## src/spe_pkg.sv

```systemverilog
`default_nettype none
package spe_pkg;
    localparam logic [2:0] PH_HDR  = 3'd0;
    localparam logic [2:0] PH_EXT  = 3'd1;
    localparam logic [2:0] PH_PAY  = 3'd2;
    localparam logic [2:0] PH_SKIP = 3'd3;

    localparam logic [2:0] K_END = 3'd0;
    localparam logic [2:0] K_TS  = 3'd1;
    localparam logic [2:0] K_EVT = 3'd2;
    localparam logic [2:0] K_SRC = 3'd3;
    localparam logic [2:0] K_CTX = 3'd4;
    localparam logic [2:0] K_OP  = 3'd5;
    localparam logic [2:0] K_ADR = 3'd6;
    localparam logic [2:0] K_CNT = 3'd7;

    localparam logic [1:0] E_NONE  = 2'd0;
    localparam logic [1:0] E_HDR   = 2'd1;
    localparam logic [1:0] E_CLASS = 2'd2;
    localparam logic [1:0] E_TRUNC = 2'd3;

    localparam logic [63:0] TOPFILL = 64'hFF00_0000_0000_0000;
    localparam logic [63:0] LOW56   = 64'h00FF_FFFF_FFFF_FFFF;

    typedef struct packed {
        logic [2:0]  kind;
        logic [4:0]  sub;
        logic [63:0] value;
        logic [7:0]  attr;
        logic [18:0] flags;
        logic        last;
        logic [1:0]  err;
    } t_result;

    function automatic logic [18:0] op_flags(input logic [1:0] cls, input logic [7:0] p);
        logic [18:0] f;
        logic        atomic;
        logic [7:0]  m;
        f = '0;
        atomic = (p & 8'hE2) == 8'h02;
        m = p & 8'hFE;
        if (cls == 2'd0) begin
            f[0] = p[0];
            f[1] = (p & 8'h89) == 8'h08;
            f[2] = p[2];
        end else if (cls == 2'd1) begin
            f[0] = p[0];
            f[1] = !p[0];
            f[2] = m == 8'h00;
            f[3] = atomic;
            f[4] = atomic && p[2];
            f[5] = atomic && p[3];
            f[6] = atomic && p[4];
            f[7] = m == 8'h04;
            f[8] = (p & 8'h0A) == 8'h08;
            f[9] = m == 8'h10;
            f[10] = m == 8'h30;
            f[11] = m == 8'h12;
            f[12] = m == 8'h20;
            f[13] = p == 8'h25;
        end else begin
            f[0] = p[0];
            f[1] = m == 8'h02;
        end
        return f;
    endfunction
endpackage
`default_nettype wire

```

## src/spe_trace_packet_decoder_unit.sv

```systemverilog
// Trace packet decoder. Bytes of a trace buffer enter on the input channel
// (i_valid/o_ready, fields i_data_byte and i_last_byte); each completed packet
// gives one item on the output channel (o_valid/i_ready). Padding bytes, header
// bytes, skipped bytes and payload bytes other than the last produce no item,
// except that an unknown header gives an error item. After an error, bytes are
// dropped without any item up to and including the last byte of the buffer.
// Otherwise the last byte of a buffer always produces an item that closes the
// record.
// One byte is taken per cycle while o_ready is high. The parser state updates
// in the cycle of acceptance and the decoded item stands in the output
// register in the cycle after it.
// When the receiver stalls, the output register holds its item and o_ready is
// low until that item is taken; in the cycle in which it is taken a new byte
// is accepted again.
// The i_cross_endian_we write selects big-endian payloads and is to be made
// only while the block is idle, which the block does not enforce. Synchronous
// active-low reset clears parser, stream offset, halt, byte order, output valid.
`default_nettype none
module spe_trace_packet_decoder_unit
    import spe_pkg::*;
(
    input  wire logic        i_clk,
    input  wire logic        i_rst_n,
    input  wire logic        i_cross_endian_we,
    input  wire logic        i_cross_endian,
    input  wire logic        i_valid,
    output logic             o_ready,
    input  wire logic [7:0]  i_data_byte,
    input  wire logic        i_last_byte,
    output logic             o_valid,
    input  wire logic        i_ready,
    output logic [2:0]       o_packet_kind,
    output logic [4:0]       o_sub_index,
    output logic [63:0]      o_value,
    output logic [7:0]       o_attr,
    output logic [18:0]      o_flags,
    output logic             o_record_last,
    output logic [1:0]       o_error
);
    logic        r_cross;
    logic [2:0]  r_phase, n_phase;
    logic [7:0]  r_hdr, n_hdr;
    logic [7:0]  r_ext, n_ext;
    logic [63:0] r_acc, n_acc;
    logic [3:0]  r_left, n_left;
    logic [3:0]  r_len, n_len;
    logic [3:0]  r_off;
    logic [4:0]  r_skip, n_skip;
    logic        r_halt, n_halt;
    logic        r_ovalid;
    t_result     r_res, res, fin;
    logic        emit;
    logic        accept;

    logic        b_known;
    logic [3:0]  align, hoff, size;
    logic [4:0]  skipv;
    logic [2:0]  bi;
    logic [3:0]  left_m1;
    logic [4:0]  skip_m1;
    logic [7:0]  hh;
    logic [4:0]  idx;
    logic [1:0]  el;
    logic        ns;

    assign b_known = i_data_byte == 8'h71 || (i_data_byte & 8'hCF) == 8'h42 ||
                     (i_data_byte & 8'hCF) == 8'h43 || (i_data_byte & 8'hFC) == 8'h64 ||
                     (i_data_byte & 8'hFC) == 8'h48 || (i_data_byte & 8'hF8) == 8'hB0 ||
                     (i_data_byte & 8'hF8) == 8'h98;
    assign align = 4'd2 << r_hdr[1:0];
    assign hoff = r_off - 4'd1;
    assign size = align - (hoff & (align - 4'd1));
    assign skipv = (r_hdr[1:0] == 2'd3 && size == 4'd0) ? 5'd14 :
                   (size >= 4'd2) ? {1'b0, size - 4'd2} : 5'd0;
    assign bi = 3'(r_len - r_left);
    assign left_m1 = r_left - 4'd1;
    assign skip_m1 = r_skip - 5'd1;

    // Decode of the packet completed by this byte, from the updated payload.
    always_comb begin
        fin = '0;
        hh = (r_ext != 8'd0) ? r_ext : r_hdr;
        idx = (r_ext != 8'd0) ? {r_hdr[1:0], r_ext[2:0]} : {2'b00, r_hdr[2:0]};
        el = n_acc[62:61];
        ns = n_acc[63];
        fin.kind = K_ADR;
        fin.sub = idx;
        fin.value = n_acc;
        if (r_ext == 8'd0 && r_hdr == 8'h71) begin
            fin.kind = K_TS;
            fin.sub = '0;
            fin.last = 1'b1;
        end else if (r_ext == 8'd0 && (r_hdr & 8'hCF) == 8'h42) begin
            fin.kind = K_EVT;
            fin.sub = '0;
            fin.value = '0;
            fin.flags = n_acc[18:0] & 19'h60FFF;
        end else if (r_ext == 8'd0 && (r_hdr & 8'hCF) == 8'h43) begin
            fin.kind = K_SRC;
            fin.sub = '0;
        end else if (r_ext == 8'd0 && (r_hdr & 8'hFC) == 8'h64) begin
            fin.kind = K_CTX;
            fin.sub = {3'b000, r_hdr[1:0]};
        end else if (r_ext == 8'd0 && (r_hdr & 8'hFC) == 8'h48) begin
            fin.value = '0;
            if (r_hdr[1:0] == 2'd3) begin
                fin.kind = K_END;
                fin.sub = '0;
                fin.last = 1'b1;
                fin.err = E_CLASS;
            end else begin
                fin.kind = K_OP;
                fin.sub = {3'b000, r_hdr[1:0]};
                fin.flags = op_flags(r_hdr[1:0], n_acc[7:0]);
            end
        end else if ((hh & 8'hF8) == 8'h98) begin
            fin.kind = K_CNT;
        end else if (idx == 5'd0 || idx == 5'd1 || idx == 5'd4) begin
            fin.value = (ns && (el == 2'd1 || el == 2'd2)) ? (n_acc | TOPFILL)
                                                           : (n_acc & LOW56);
            fin.attr = {5'd0, ns, el};
        end else if (idx == 5'd2) begin
            fin.value = (n_acc[55:52] == 4'hF) ? (n_acc | TOPFILL) : (n_acc & LOW56);
            fin.attr = n_acc[63:56];
        end else if (idx == 5'd3) begin
            fin.value = n_acc & LOW56;
            fin.attr = {2'b00, n_acc[63], n_acc[62], n_acc[59:56]};
        end
    end

    always_comb begin
        n_phase = r_phase;
        n_hdr = r_hdr;
        n_ext = r_ext;
        n_acc = r_acc;
        n_left = r_left;
        n_len = r_len;
        n_skip = r_skip;
        n_halt = r_halt;
        res = '0;
        res.last = 1'b1;
        emit = 1'b0;
        if (!r_halt) begin
            unique case (r_phase)
                PH_HDR: begin
                    if (i_data_byte == 8'h00) begin
                        emit = 1'b0;
                    end else if (i_data_byte == 8'h01) begin
                        emit = 1'b1;
                    end else if (b_known) begin
                        n_hdr = i_data_byte;
                        n_ext = '0;
                        n_len = 4'd1 << i_data_byte[5:4];
                        n_left = 4'd1 << i_data_byte[5:4];
                        n_acc = '0;
                        n_phase = PH_PAY;
                        if (i_last_byte) begin
                            emit = 1'b1;
                            res.err = E_TRUNC;
                        end
                    end else if ((i_data_byte & 8'hFC) == 8'h20) begin
                        n_hdr = i_data_byte;
                        n_ext = '0;
                        n_phase = PH_EXT;
                        if (i_last_byte) begin
                            emit = 1'b1;
                            res.err = E_TRUNC;
                        end
                    end else begin
                        emit = 1'b1;
                        res.err = E_HDR;
                        n_halt = 1'b1;
                    end
                end
                PH_EXT: begin
                    n_ext = i_data_byte;
                    if (i_data_byte == 8'h00) begin
                        n_skip = skipv;
                        n_phase = (skipv != 5'd0) ? PH_SKIP : PH_HDR;
                        if (i_last_byte && skipv != 5'd0) begin
                            emit = 1'b1;
                            res.err = E_TRUNC;
                        end
                    end else if ((i_data_byte & 8'hF8) == 8'hB0 ||
                                 (i_data_byte & 8'hF8) == 8'h98) begin
                        n_len = 4'd1 << i_data_byte[5:4];
                        n_left = 4'd1 << i_data_byte[5:4];
                        n_acc = '0;
                        n_phase = PH_PAY;
                        if (i_last_byte) begin
                            emit = 1'b1;
                            res.err = E_TRUNC;
                        end
                    end else begin
                        emit = 1'b1;
                        res.err = E_HDR;
                        n_halt = 1'b1;
                        n_phase = PH_HDR;
                    end
                end
                PH_PAY: begin
                    if (r_cross) begin
                        n_acc = {r_acc[55:0], i_data_byte};
                    end else begin
                        n_acc = r_acc | ({56'd0, i_data_byte} << {bi, 3'b000});
                    end
                    n_left = left_m1;
                    if (left_m1 == 4'd0) begin
                        n_phase = PH_HDR;
                        emit = 1'b1;
                        res = fin;
                        if (fin.err != E_NONE) n_halt = 1'b1;
                    end else if (i_last_byte) begin
                        emit = 1'b1;
                        res.err = E_TRUNC;
                    end
                end
                default: begin
                    n_skip = skip_m1;
                    if (skip_m1 == 5'd0) begin
                        n_phase = PH_HDR;
                    end else if (i_last_byte) begin
                        emit = 1'b1;
                        res.err = E_TRUNC;
                    end
                end
            endcase
            if (i_last_byte) begin
                emit = 1'b1;
                res.last = 1'b1;
            end else if (emit && !(res.err != E_NONE || res.last)) begin
                res.last = 1'b0;
            end
        end
    end

    assign o_ready = !r_ovalid || i_ready;
    assign accept = i_valid && o_ready;

    always_ff @(posedge i_clk) begin
        if (!i_rst_n) begin
            r_cross <= 1'b0;
            r_phase <= PH_HDR;
            r_hdr <= '0;
            r_ext <= '0;
            r_acc <= '0;
            r_left <= '0;
            r_len <= '0;
            r_off <= '0;
            r_skip <= '0;
            r_halt <= 1'b0;
            r_ovalid <= 1'b0;
        end else begin
            if (i_cross_endian_we) r_cross <= i_cross_endian;
            if (r_ovalid && i_ready) r_ovalid <= 1'b0;
            if (accept) begin
                if (i_last_byte) begin
                    r_phase <= PH_HDR;
                    r_hdr <= '0;
                    r_ext <= '0;
                    r_acc <= '0;
                    r_left <= '0;
                    r_len <= '0;
                    r_off <= '0;
                    r_skip <= '0;
                    r_halt <= 1'b0;
                end else begin
                    r_phase <= n_phase;
                    r_hdr <= n_hdr;
                    r_ext <= n_ext;
                    r_acc <= n_acc;
                    r_left <= n_left;
                    r_len <= n_len;
                    r_off <= r_off + 4'd1;
                    r_skip <= n_skip;
                    r_halt <= n_halt;
                end
                if (emit) r_ovalid <= 1'b1;
            end
        end
    end

    always_ff @(posedge i_clk) begin
        if (accept && emit) r_res <= res;
    end

    assign o_valid = r_ovalid;
    assign o_packet_kind = r_res.kind;
    assign o_sub_index = r_res.sub;
    assign o_value = r_res.value;
    assign o_attr = r_res.attr;
    assign o_flags = r_res.flags;
    assign o_record_last = r_res.last;
    assign o_error = r_res.err;
endmodule
`default_nettype wire

```

## config.mk

```make
export PLATFORM = sky130hd
export DESIGN_NAME = spe_trace_packet_decoder_unit
export DESIGN_NICKNAME = d
export VERILOG_FILES = /design/src/spe_pkg.sv /design/src/spe_trace_packet_decoder_unit.sv
export SDC_FILE = /design/constraint.sdc
export NUM_CORES = 1
export LEC_CHECK = 0
export BUFFER_PORTS_ARGS = -buffer_cell sky130_fd_sc_hd__buf_2
export CAP_MARGIN = 15
export CORE_ASPECT_RATIO = 2
export CORE_MARGIN = 10
export CORE_UTILIZATION = 48
export DETAILED_ROUTE_END_ITERATION = 8
export GPL_ROUTABILITY_DRIVEN = 0
export HOLD_SLACK_MARGIN = 0.02
export PLACE_DENSITY = 0.67
export SETUP_SLACK_MARGIN = 0.1
export SYNTH_ARGS = -nofsm -noshare
export SYNTH_HDL_FRONTEND = slang
export SYNTH_SLANG_ARGS = --single-unit
export TNS_END_PERCENT = 30
```

## constraint.sdc

```tcl
create_clock -name i_clk -period 24 [get_ports i_clk]
set_input_delay 0 -clock i_clk [delete_from_list [all_inputs] [get_ports i_clk]]
set_output_delay 0 -clock i_clk [all_outputs]
set_load 0.02 [all_outputs]
```

==> flow_metrics.py <==
metrics = {
    "final_layout": {
        "regArea_sq_um": 4996,
        "syn_to_final_growth_pct": 11.67,
        "multi_input_area_sq_um": 5754,
        "layout_commonest_cell": "o21ai_0",
        "finalNetCount": 1376,
        "n_antenna_cell": 0,
        "fin_util": 0.5413,
        "mostFrequentLayoutCells": "134 x o21ai_0, 129 x a21oi_1, 123 x nand2_1",
        "drive_gt1_frac": 0.1477,
        "fillers": 2209,
    },
    "worst_setup_path": {
        "critPathRequiredTime_ns": 24.09,
        "cp-end-kind": "flop",
        "crit_type": "reg2reg",
        "r2r_end": "o_sub_index[0]$_SDFFCE_PP0P_",
        "crit_start": "r_off[0]$_SDFFE_PN0P_",
        "rrSetupSlack_ns": 19.70,
        "worstReg2RegStart": "r_off[0]$_SDFFE_PN0P_",
        "crit_chain": "inv_1 > ha_1 > nand2_1 > nor3_1 > a31o_2 > nand4_1 > o31ai_1 > o21ai_0 > a21oi_4 > buf_12 > buf_4",
        "cp-start-kind": "flop",
        "r2r_cells": 11,
        "cp_num_buf_inv": 3,
        "slowest_delay_ns": 0.62,
        "worstPathMaxFanout": 63,
        "slowest_stage": "buf_4",
        "crit_family": "compound AO/OA/AOI/OAI gates",
        "arrival_ns": 4.39,
    },
    "clock_network": {
        "cts_sinks": 200,
        "clk_latency_ns": 0.46,
        "cts_tree": "done",
        "cts_buffers": 17,
        "post_cts_buffers": 0,
        "cts_max_level": 4,
        "clk_pin_slew_worst_paths_ns": 0.07,
        "root_buffer": "clkbuf_16",
        "cts_buffer_depth": 2,
    },
    "floorplanning": {
        "ioPinCount": 119,
        "initial_core_util": 0.4847,
        "dieArea_sq_um": 30240,
        "num_rows": 79,
        "die_w_um": 128.1,
        "die_h_um": 236.1,
        "coreArea_sq_um": 23130,
    },
    "yosys": {
        "yosys-top-cells-area": "edfxtp_1 27%, dfxtp_1 18%, o21ai_0 6.0%",
        "synthFlopType": "dfxtp_1",
        "synth_edf_count": 99,
        "yosysTopAreaCell": "edfxtp_1",
        "synth_top_area_frac": 0.2652,
        "syn_area_per_cell_sq_um": 8.664,
        "async_flop_share": 0,
        "syn_area_sq_um": 11210,
        "ys.warnings.count": 0,
        "synthDistinctLibCells": 83,
        "syn_inst": 1294,
        "ys_seq_elements": 200,
        "yosysSeqAreaShare": 0.4455,
    },
    "min_path": {
        "worst_hold_path_type": "in2reg",
        "worstHoldStart": "i_data_byte[1]",
        "min_to": "r_hdr[1]$_SDFFE_PN0P_",
        "min_path_cells": 3,
    },
    "grt": {
        "grt_max_degree": 103,
        "grt_first_pass_wirelength_um": 55970,
        "track_usage": 0.2338,
        "grt.overflow.total": 0,
        "grt_pass1_vias": 10031,
        "antenna_found_initial": 0,
    },
    "power_and_ir_drop": {
        "ir_drop_v": 0.00005180,
        "p_seq_frac": 0.456,
        "powerDensity_nw_per_um2": 71.11,
        "p_sw_mw": 0.2907,
        "netSwitchingFraction": 0.3265,
        "clkPwrFrac": 0.316,
        "p_comb_frac": 0.227,
        "p_int_mw": 0.5995,
        "p_leak_nw": 4.267,
    },
    "route": {
        "top_layer_used": "met4",
        "route.detailed.drc": 0,
        "detail-route-antenna-nets": 0,
        "drtIter0Drc": 1144,
        "wl_per_cell_um": 21.87,
        "via_count": 10434,
        "drt-vias-per-instance": 6.347,
        "dr_wl_met2_um": 19110,
        "wl_um": 35950,
        "drt-pass1-iter-count": 7,
        "wl_met3_um": 2004,
        "met1_length_um": 12400,
    },
    "sta": {
        "fin_setup_tns_ns": 0,
        "rsz0062_at_grt": "false",
        "relSlewSlack": 0.2414,
        "fin_worst_skew_ns": 0.01383,
        "tightest_slew_ns": 1.131,
        "setup_violations": 0,
        "min_period_over_period": 0.1793,
        "drv_slew": 0,
        "min_period_ns": 4.304,
        "max_freq_mhz": 232.3,
        "hold_viol_final": 0,
    },
    "placement": {
        "io_buffers": 115,
        "dpl.hpwl_um": 24680,
    },
    "outcome": {
        "status": "complete, no violations",
    },
    "job": {
        "max_cap_violations": 0,
    },
}
metrics by stage:
stage	area (sq um)	hold WS, ns	instances	power [mW]	setup slack [ns]
after floorplan	11220	0.1607	1296	0.5529	16.48
after global placement	11850	0.2687	1603	0.6109	19.33
after detailed placement	11850	0.2656	1603	0.6136	19.19
after CTS	12490	0.02623	1642	0.8932	19.19
after global routing	12520	0.05154	1644	0.9262	19.43
final	12520	0.05549	1644	0.8902	19.70
area by class of cell:
| type | count | area share |
|---|---|---|
| clock buffers | 22 | 0.03788 |
| clock inverters | 10 | 0.007695 |
| inverters | 23 | 0.006896 |
| multi-input cells | 971 | 0.4596 |
| flip-flops and latches | 200 | 0.3991 |
| well taps | 283 | 0.02828 |
| repair buffers | 135 | 0.06056 |
repair_timing:
item	4_1_cts	5_1_grt
hold buffers	7	0
gates resized for setup	0	0
hold endpoints to repair	5	0
logic make-up (layout without fill, tap and decap cells):
kind of cell,count (synthesis),in the layout,share of synthesized area
AO/OA/AOI/OAI,466,466,0.2628
XOR/XNOR,10,10,0.01049
buffers and inverters,125,190,0.04531
other,1,3,0.0003345
AND/OR/NAND/NOR,474,474,0.2156
adder cells (fa/ha/maj),13,13,0.01518
flip-flops,200,200,0.4455
multiplexers,5,5,0.004687
cells in the mapped netlist, types with 6 or more instances:
master	instances
o211a_1	6
buf_2	13
o21ai_0	134
clkbuf_1	80
nor3_1	20
dfxtp_1	101
a21oi_1	130
a211oi_1	11
o21a_1	7
o221a_2	10
edfxtp_1	99
nor2b_1	82
nand2b_1	13
inv_1	23
o22ai_1	13
nand3_1	21
nand2_1	124
o31ai_1	15
a22oi_1	56
nor2_1	112
ha_1	12
nand4_1	8
a31oi_1	16
a21o_1	8
and2_1	44
a21boi_0	10
or3_1	7
nor4_1	6
sequential cells by signal, summed over array words and instances (netlist names), 2 cells and up:
register	count
r_skip	5
r_hdr	8
r_acc	64
o_value	64
o_packet_kind	3
o_error	2
r_off	4
o_sub_index	5
r_phase	2
o_attr	8
r_len	3
r_ext	8
r_left	4
o_flags	16
layer usage:
layer,vias up,track usage
li1,4808,-
met1,4996,0.2436
met2,494,0.4095
met3,136,0.03931
met4,0,0.1655
met5,-,0
worst max path at each step:
stage                                           endpoint  slack [ns]  cells past startpoint
after floorplan                  o_attr[0]$_SDFFCE_PP0P_       16.48                     10
after global placement    o_packet_kind[1]$_SDFFCE_PP0P_       19.33                     10
after detailed placement    o_sub_index[2]$_SDFFCE_PP0P_       19.19                     10
after CTS                      o_value[63]$_SDFFCE_PP0P_       19.19                     10
after global routing           o_value[63]$_SDFFCE_PP0P_       19.43                     11
final                       o_sub_index[0]$_SDFFCE_PP0P_       19.70                     11
tightest hold or removal path: stages:
cell	delay, ns
buf_2	0.21
a22oi_1	0.20
nor2b_1	0.06
power groups by stage:
stage	combinational [mW]	sequential (mW)	clock [mW]
2_1_floorplan	0.102	0.451	0
3_3_place_gp	0.197	0.414	0
3_5_place_dp	0.199	0.415	0
4_1_cts	0.200	0.407	0.286
5_1_grt	0.217	0.409	0.301
6_report	0.202	0.406	0.282
(Power assumes the default switching activity.)
